<file path="src/design/sfd_pkg.sv">
`timescale 1ns / 1ps
`default_nettype none
package sfd_pkg;
   localparam int unsigned DataWidth = 32;
   localparam int unsigned FmtWidth  = 3;

   localparam logic [FmtWidth-1:0] FMT_HALF = 3'd0;
   localparam logic [FmtWidth-1:0] FMT_BF16 = 3'd1;
   localparam logic [FmtWidth-1:0] FMT_E4M3 = 3'd2;
   localparam logic [FmtWidth-1:0] FMT_E5M2 = 3'd3;
   localparam logic [FmtWidth-1:0] FMT_FP32 = 3'd4;

   localparam logic [31:0] FP32_INF  = 32'h7F80_0000;
   localparam logic [31:0] FP32_QNAN = 32'h7FC0_0000;

   localparam logic [1:0] CSR_ADDR_FORMAT = 2'd0;
endpackage
`default_nettype wire

</file>
<file path="src/design/sfd_stream_if.sv">
`timescale 1ns / 1ps
`default_nettype none
interface sfd_stream_if #(parameter int unsigned Width = 32);
   logic             valid;
   logic             ready;
   logic [Width-1:0] data;
   modport source (output valid, output data, input ready);
   modport sink   (input valid, input data, output ready);
endinterface
`default_nettype wire

</file>
<file path="src/design/sfd_convert.sv">
`timescale 1ns / 1ps
`default_nettype none
module sfd_convert import sfd_pkg::*; (
   input  wire logic [FmtWidth-1:0]  format,
   input  wire logic [DataWidth-1:0] raw_bits,
   output logic      [DataWidth-1:0] fp32_bits
);
   logic [31:0] half_r, e4_r, e5_r;
   logic [3:0]  lz;
   logic [9:0]  hm;
   logic [4:0]  he;

   // Binary16: subnormal mantissa normalized by leading-one position.
   always_comb begin
      he = raw_bits[14:10];
      hm = raw_bits[9:0];
      lz = 4'd0;
      for (int i = 0; i <= 9; i++) begin
         if (hm[i]) lz = 4'(9 - i);
      end
      if (he == 5'h1F) begin
         half_r = {raw_bits[15], 8'hFF, hm, 13'd0};
      end else if (he != 5'd0) begin
         half_r = {raw_bits[15], 8'(he + 8'd112), hm, 13'd0};
      end else if (hm == 10'd0) begin
         half_r = {raw_bits[15], 31'd0};
      end else begin
         half_r = {raw_bits[15], 8'(8'd112 - 8'(lz)), 10'(hm << (lz + 4'd1)), 13'd0};
      end
   end

   // E4M3FN, bias 7.
   always_comb begin
      if (raw_bits[6:0] == 7'h7F) begin
         e4_r = FP32_QNAN | {raw_bits[7], 31'd0};
      end else if (raw_bits[6:3] != 4'd0) begin
         e4_r = {raw_bits[7], 8'(raw_bits[6:3] + 8'd120), raw_bits[2:0], 20'd0};
      end else if (raw_bits[2]) begin
         e4_r = {raw_bits[7], 8'd120, raw_bits[1:0], 21'd0};
      end else if (raw_bits[1]) begin
         e4_r = {raw_bits[7], 8'd119, raw_bits[0], 22'd0};
      end else if (raw_bits[0]) begin
         e4_r = {raw_bits[7], 8'd118, 23'd0};
      end else begin
         e4_r = {raw_bits[7], 31'd0};
      end
   end

   // E5M2, bias 15.
   always_comb begin
      if (raw_bits[6:2] == 5'h1F) begin
         e5_r = ((raw_bits[1:0] == 2'd0) ? FP32_INF : FP32_QNAN) | {raw_bits[7], 31'd0};
      end else if (raw_bits[6:2] != 5'd0) begin
         e5_r = {raw_bits[7], 8'(raw_bits[6:2] + 8'd112), raw_bits[1:0], 21'd0};
      end else if (raw_bits[1]) begin
         e5_r = {raw_bits[7], 8'd112, raw_bits[0], 22'd0};
      end else if (raw_bits[0]) begin
         e5_r = {raw_bits[7], 8'd111, 23'd0};
      end else begin
         e5_r = {raw_bits[7], 31'd0};
      end
   end

   always_comb begin
      case (format)
         FMT_HALF: fp32_bits = half_r;
         FMT_BF16: fp32_bits = {raw_bits[15:0], 16'd0};
         FMT_E4M3: fp32_bits = e4_r;
         FMT_E5M2: fp32_bits = e5_r;
         FMT_FP32: fp32_bits = raw_bits;
         default:  fp32_bits = FP32_QNAN;
      endcase
   end
endmodule
`default_nettype wire

</file>
<file path="src/design/small_float_to_fp32_decoder_unit.sv">
`timescale 1ns / 1ps
`default_nettype none
// Converts one raw element per transfer into its IEEE binary32 bit pattern.
// The source format (binary16, bfloat16, FP8 E4M3FN, FP8 E5M2 or binary32)
// comes from the source_format register at CSR address 0; undefined codes
// give the quiet NaN 0x7FC00000. Each item is registered at the input, decoded
// by a single combinational stage, and held in a result register, so one
// transfer is accepted every cycle while the output is not stalled. The input
// stays ready while the result register drains or is simply refilled.
module small_float_to_fp32_decoder_unit import sfd_pkg::*; (
   input  wire logic       clock,
   input  wire logic       reset,
   sfd_stream_if.sink      req,
   sfd_stream_if.source    rsp,
   input  wire logic       csr_psel,
   input  wire logic       csr_penable,
   input  wire logic       csr_pwrite,
   input  wire logic [1:0] csr_paddr,
   input  wire logic [31:0] csr_pwdata,
   output logic [31:0]     csr_prdata,
   output logic            csr_pready
);
   logic [FmtWidth-1:0]  format_ff, format_in;
   logic                 in_valid_ff, out_valid_ff;
   logic [DataWidth-1:0] in_data_ff, out_data_ff, conv;
   logic                 adv_out, adv_in;

   assign csr_pready = 1'b1;
   assign csr_prdata = (csr_paddr == CSR_ADDR_FORMAT) ? {29'd0, format_ff} : 32'd0;

   always_comb begin
      format_in = format_ff;
      if (csr_psel && csr_penable && csr_pwrite && csr_paddr == CSR_ADDR_FORMAT) begin
         format_in = csr_pwdata[FmtWidth-1:0];
      end
   end

   // The result register takes a new value when empty or being drained.
   assign adv_out = !out_valid_ff || rsp.ready;
   // The input register moves on whenever its content can go forward.
   assign adv_in  = !in_valid_ff || adv_out;
   assign req.ready = adv_in;

   sfd_convert u_convert (
      .format    (format_ff),
      .raw_bits  (in_data_ff),
      .fp32_bits (conv)
   );

   always_ff @(posedge clock) begin
      if (reset) begin
         format_ff    <= FMT_HALF;
         in_valid_ff  <= 1'b0;
         out_valid_ff <= 1'b0;
      end else begin
         format_ff <= format_in;
         if (adv_in) in_valid_ff <= req.valid;
         if (adv_out) out_valid_ff <= in_valid_ff;
      end
      if (adv_in && req.valid) in_data_ff <= req.data;
      if (adv_out && in_valid_ff) out_data_ff <= conv;
   end

   assign rsp.valid = out_valid_ff;
   assign rsp.data  = out_data_ff;

   // A stalled result must not change.
   a_hold: assert property (@(posedge clock) disable iff (reset)
      rsp.valid && !rsp.ready |=> rsp.valid && $stable(rsp.data))
      else $error("result changed while stalled");
   // A staged item moves into the result register when it can.
   a_move: assert property (@(posedge clock) disable iff (reset)
      in_valid_ff && adv_out |=> out_valid_ff)
      else $error("staged item lost");
   // Input is refused only when both stages are full.
   a_ready: assert property (@(posedge clock) disable iff (reset)
      !req.ready |-> in_valid_ff && out_valid_ff)
      else $error("input refused with room");
endmodule
`default_nettype wire
</file>
<file path="src/flat_wrapper.sv">
// flat-port wrapper written by rule: the top's interface ports become plain ports
module small_float_to_fp32_decoder_unit_flat import sfd_pkg::*;
  (clock, reset, csr_psel, csr_penable, csr_pwrite, csr_paddr, csr_pwdata, csr_prdata, csr_pready, req_valid, req_data, req_ready, rsp_valid, rsp_data, rsp_ready);
  sfd_stream_if req_i ();
  sfd_stream_if rsp_i ();
  input  wire logic clock;
  input  wire logic reset;
  input  wire logic csr_psel;
  input  wire logic csr_penable;
  input  wire logic csr_pwrite;
  input  wire logic [1:0] csr_paddr;
  input  wire logic [31:0] csr_pwdata;
  output logic [31:0] csr_prdata;
  output logic csr_pready;
  input wire logic [$bits(req_i.valid)-1:0] req_valid;
  input wire logic [$bits(req_i.data)-1:0] req_data;
  output wire logic [$bits(req_i.ready)-1:0] req_ready;
  output wire logic [$bits(rsp_i.valid)-1:0] rsp_valid;
  output wire logic [$bits(rsp_i.data)-1:0] rsp_data;
  input wire logic [$bits(rsp_i.ready)-1:0] rsp_ready;
  assign req_i.valid = req_valid;
  assign req_i.data = req_data;
  assign req_ready = req_i.ready;
  assign rsp_valid = rsp_i.valid;
  assign rsp_data = rsp_i.data;
  assign rsp_i.ready = rsp_ready;
  small_float_to_fp32_decoder_unit u_core (.clock(clock), .reset(reset), .req(req_i), .rsp(rsp_i), .csr_psel(csr_psel), .csr_penable(csr_penable), .csr_pwrite(csr_pwrite), .csr_paddr(csr_paddr), .csr_pwdata(csr_pwdata), .csr_prdata(csr_prdata), .csr_pready(csr_pready));
endmodule
</file>
<file path="config.mk">
export PLATFORM = sky130hd
export DESIGN_NAME = small_float_to_fp32_decoder_unit_flat
export DESIGN_NICKNAME = d
export VERILOG_FILES = /design/src/design/sfd_pkg.sv /design/src/design/sfd_stream_if.sv /design/src/design/sfd_convert.sv /design/src/design/small_float_to_fp32_decoder_unit.sv /design/src/flat_wrapper.sv
export SDC_FILE = /design/constraint.sdc
export NUM_CORES = 1
export LEC_CHECK = 0
export ABC_AREA = 1
export BUFFER_PORTS_ARGS = -buffer_cell sky130_fd_sc_hd__buf_2
export CORE_UTILIZATION = 54
export CTS_CLUSTER_DIAMETER = 80
export DETAILED_ROUTE_END_ITERATION = 10
export PLACE_DENSITY = 0.89
export SYNTH_ARGS = -nofsm -noshare
export SYNTH_HDL_FRONTEND = slang
export SYNTH_SLANG_ARGS = --single-unit
</file>
<file path="constraint.sdc">
create_clock -name clock -period 4.65 [get_ports clock]
set_input_delay 0.465 -clock clock [delete_from_list [all_inputs] [get_ports clock]]
set_output_delay 0.465 -clock clock [all_outputs]
set_load 0.005 [all_outputs]
</file>
==> out/qor.yml <==
outcome:
  status: "completed"
placement:
  place_ws_ns: 1.529
  place_hpwl_um: 6981
  placed_area_um2: 4208
  dp_cells: 599
  place_congestion: 0.9750
  place.port_buffers: 80
sta:
  fin_skew_ns: 0.01392
  fin_crit_ns: 3.170
  final-max-slew-violation-count: 0
  tightest_slew_ns: 1.099
  timing.hold.ws_ns: 0.2823
  slew-limit-headroom: 0.2663
  finalWorstSetupSlack_ns: 1.480
  setup_violations: 0
  hold_viol: 0
  timing.fmax_mhz: 315.4
  tns_ns: 0
  grt_setup_unrepaired: "no"
  fin_crit_sh: 0.6818
routing:
  met2WireLength_um: 4305
  drc: 0
  wirelength_met1_um: 3928
  wl_met3_um: 668
  dr.max_layer_used: "met4"
  drtPass1Iterations: 5
  antenna_left: 0
  drt_iter0_drc: 332
  routedWlPerCell_um: 14.85
  routed_via_density: 5.241
  drt-total-wl_um: 9134
  vias: 3223
clock_network:
  clockBufferDepth: 2
  post_cts_buffers: 0
  cts_buffers: 9
  insertion_delay_ns: 0.35
  cts_resized: 0
  htreeDepth: 3
  hold_buffers: 0
  cts_tree: "done"
  path_clk_slew_ns: 0.08
  cts-root-buf: "clkbuf_8"
  cts.sinks: 69
logic_synthesis:
  synth_seq_cells: 69
  synthCells: 436
  ys_types: 39
  syn-cell-area_um2: 3864
  yosysWarnings: 0
  syn_area_per_cell_um2: 8.862
  yosysSeqAreaShare: 0.5233
cells_and_area:
  drive_above_1_share: 0.2254
  instances_no_fill: 615
  final_nets: 589
  final_cell_area_um2: 4431
  final_util: 0.6450
  diodes: 0
  synthToLayoutAreaGrowth_pct: 14.67
floorplanning:
  start_util: 0.5625
  die_x_um: 86.59
  dieArea_um2: 7497
  rows: 30
  core-area_um2: 6869
  die_height_um: 86.59
  io_pins: 140
global_routing:
  antenna_found_initial: 0
  globalRoute.totalOverflow: 0
  grt_pass1_vias: 2766
  grt.total_usage: 0.2571
  grt_first_pass_wirelength_um: 13940
  grt_max_degree: 33
power:
  total_power_mw: 1.474
  ir_drop_v: 0.0002694
  power_density_nw_per_um2: 332.6
  p_leak_nw: 2.014
run:
  cap_violations: 0
worst_setup_path:
  worstSetupPathType: "reg2reg"
  r2r_cells: 17
  end_kind: "flip-flop"
  critPathRequiredTime_ns: 4.76
  cp-start-kind: "flip-flop"
  arrival_ns: 3.28
  cp_max_fo: 13
min_path:
  holdPathStages: 1
  worstHoldPathType: "in2reg"
-- state kept, by name, indices dropped and copies added (netlist names) --
name	cells
u_core.rsp.valid	1
u_core.in_data_ff	32
u_core.in_valid_ff	1
u_core.format_ff	3
u_core.rsp.data	32
-- cells in the mapped netlist --
library cell	n	area, um^2
o21ai_2	1	8.760
a22oi_1	2	15.01
a221oi_1	1	8.760
nand2_4	4	45.04
nor4_2	1	12.51
xnor2_4	1	27.53
o2111a_1	2	22.52
nor2_1	43	161.4
o211ai_1	5	37.54
o21ai_0	35	175.2
clkbuf_1	4	15.01
inv_2	4	15.01
o31ai_1	1	7.510
a21oi_1	13	65.06
nor4_1	2	12.51
nor3_1	7	35.03
a31oi_1	1	6.260
nand3_1	31	155.2
buf_2	4	20.02
clkbuf_2	2	10.01
nand2_1	96	360.4
nor2_2	1	6.260
nand2_2	5	31.28
ha_1	2	25.02
nand3_2	2	20.02
inv_1	47	176.4
edfxtp_1	64	1922
or2_2	1	6.260
conb_1	2	7.510
o221ai_1	2	17.52
dfxtp_1	5	100.1
nand4_1	1	6.260
o21ai_1	2	10.01
buf_6	2	22.52
buf_4	30	225.2
a21boi_0	1	7.510
o22ai_1	4	25.02
a311oi_1	1	8.760
a211oi_1	4	30.03
-- critical path: stages, from the launching register on --
cell and delay [ns]:
edfxtp_1 0.54, inv_1 0.22, nand2_1 0.11, nand2_1 0.05
nand2_1 0.05, nand2_1 0.06, nand2_2 0.08, nand2_4 0.09
nand2_4 0.19, inv_1 0.07, ha_1 0.57, inv_1 0.28
nand3_1 0.18, nand2_1 0.09, nand2_1 0.07, o21ai_0 0.11
nand2_1 0.09, nand2_1 0.05
-- power breakdown --
part           switching (mW)  total, mW  internal, mW
clock                   0.228      0.545         0.318
combinational           0.124      0.189        0.0641
sequential             0.0212      0.740         0.718
-- metal layers --
layer | track usage | vias to the layer above
met5 | 0 | -
met4 | 0.1197 | 0
met3 | 0.05810 | 18
met2 | 0.4098 | 179
met1 | 0.3361 | 1455
li1 | - | 1571
-- cell type report --
class / count / area (um^2)
fillers: 587 / 2439
multi-input cells: 302 / 1466
inverters: 51 / 191.4
well taps: 96 / 120.1
clock buffers: 11 / 141.4
repair buffers: 81 / 407.9
clock inverters: 5 / 81.33
flip-flops and latches: 69 / 2022
-- kinds of logic (layout without fill, tap and decap cells) --
| logic type | Yosys count | count (layout) | share of synthesized area |
|---|---|---|---|
| and+or+nand+nor | 194 | 194 | 0.2205 |
| buffers and inverters | 93 | 148 | 0.1253 |
| AOI/OAI and AO/OA | 75 | 75 | 0.1153 |
| DFF | 69 | 69 | 0.5233 |
| adders and majority gates | 2 | 2 | 0.006476 |
| other | 2 | 30 | 0.001944 |
| xor gates and xnor gates | 1 | 1 | 0.007125 |
-- worst paths after layout --
path                                         start                          endpoint  slack (ns)
setup / recovery    u_core.in_data_ff[2]$_DFFE_PP_     u_core.rsp.data[15]$_DFFE_PP_        1.48
hold / removal                        req_data[30]   u_core.in_data_ff[30]$_DFFE_PP_        0.28
setup reg to reg    u_core.in_data_ff[2]$_DFFE_PP_     u_core.rsp.data[15]$_DFFE_PP_        1.48
hold reg to reg   u_core.format_ff[1]$_SDFFE_PP0P_  u_core.format_ff[1]$_SDFFE_PP0P_        0.54
-- cell usage in the layout (no fill, tap or decap), drive strengths merged, types with 2 or more instances in the layout --
cell type  synthesis  final
a211oi             4      4
a21oi             13     13
a22oi              2      2
buf               36     81
bufinv             0      2
clkbuf             6     11
conb               2     30
dfxtp              5      5
edfxtp            64     64
ha                 2      2
inv               51     52
nand2            105    105
nand3             33     33
nor2              44     44
nor3               7      7
nor4               3      3
o2111a             2      2
o211ai             5      5
o21ai             38     38
o221ai             2      2
o22ai              4      4
(Power assumes the default switching activity.)
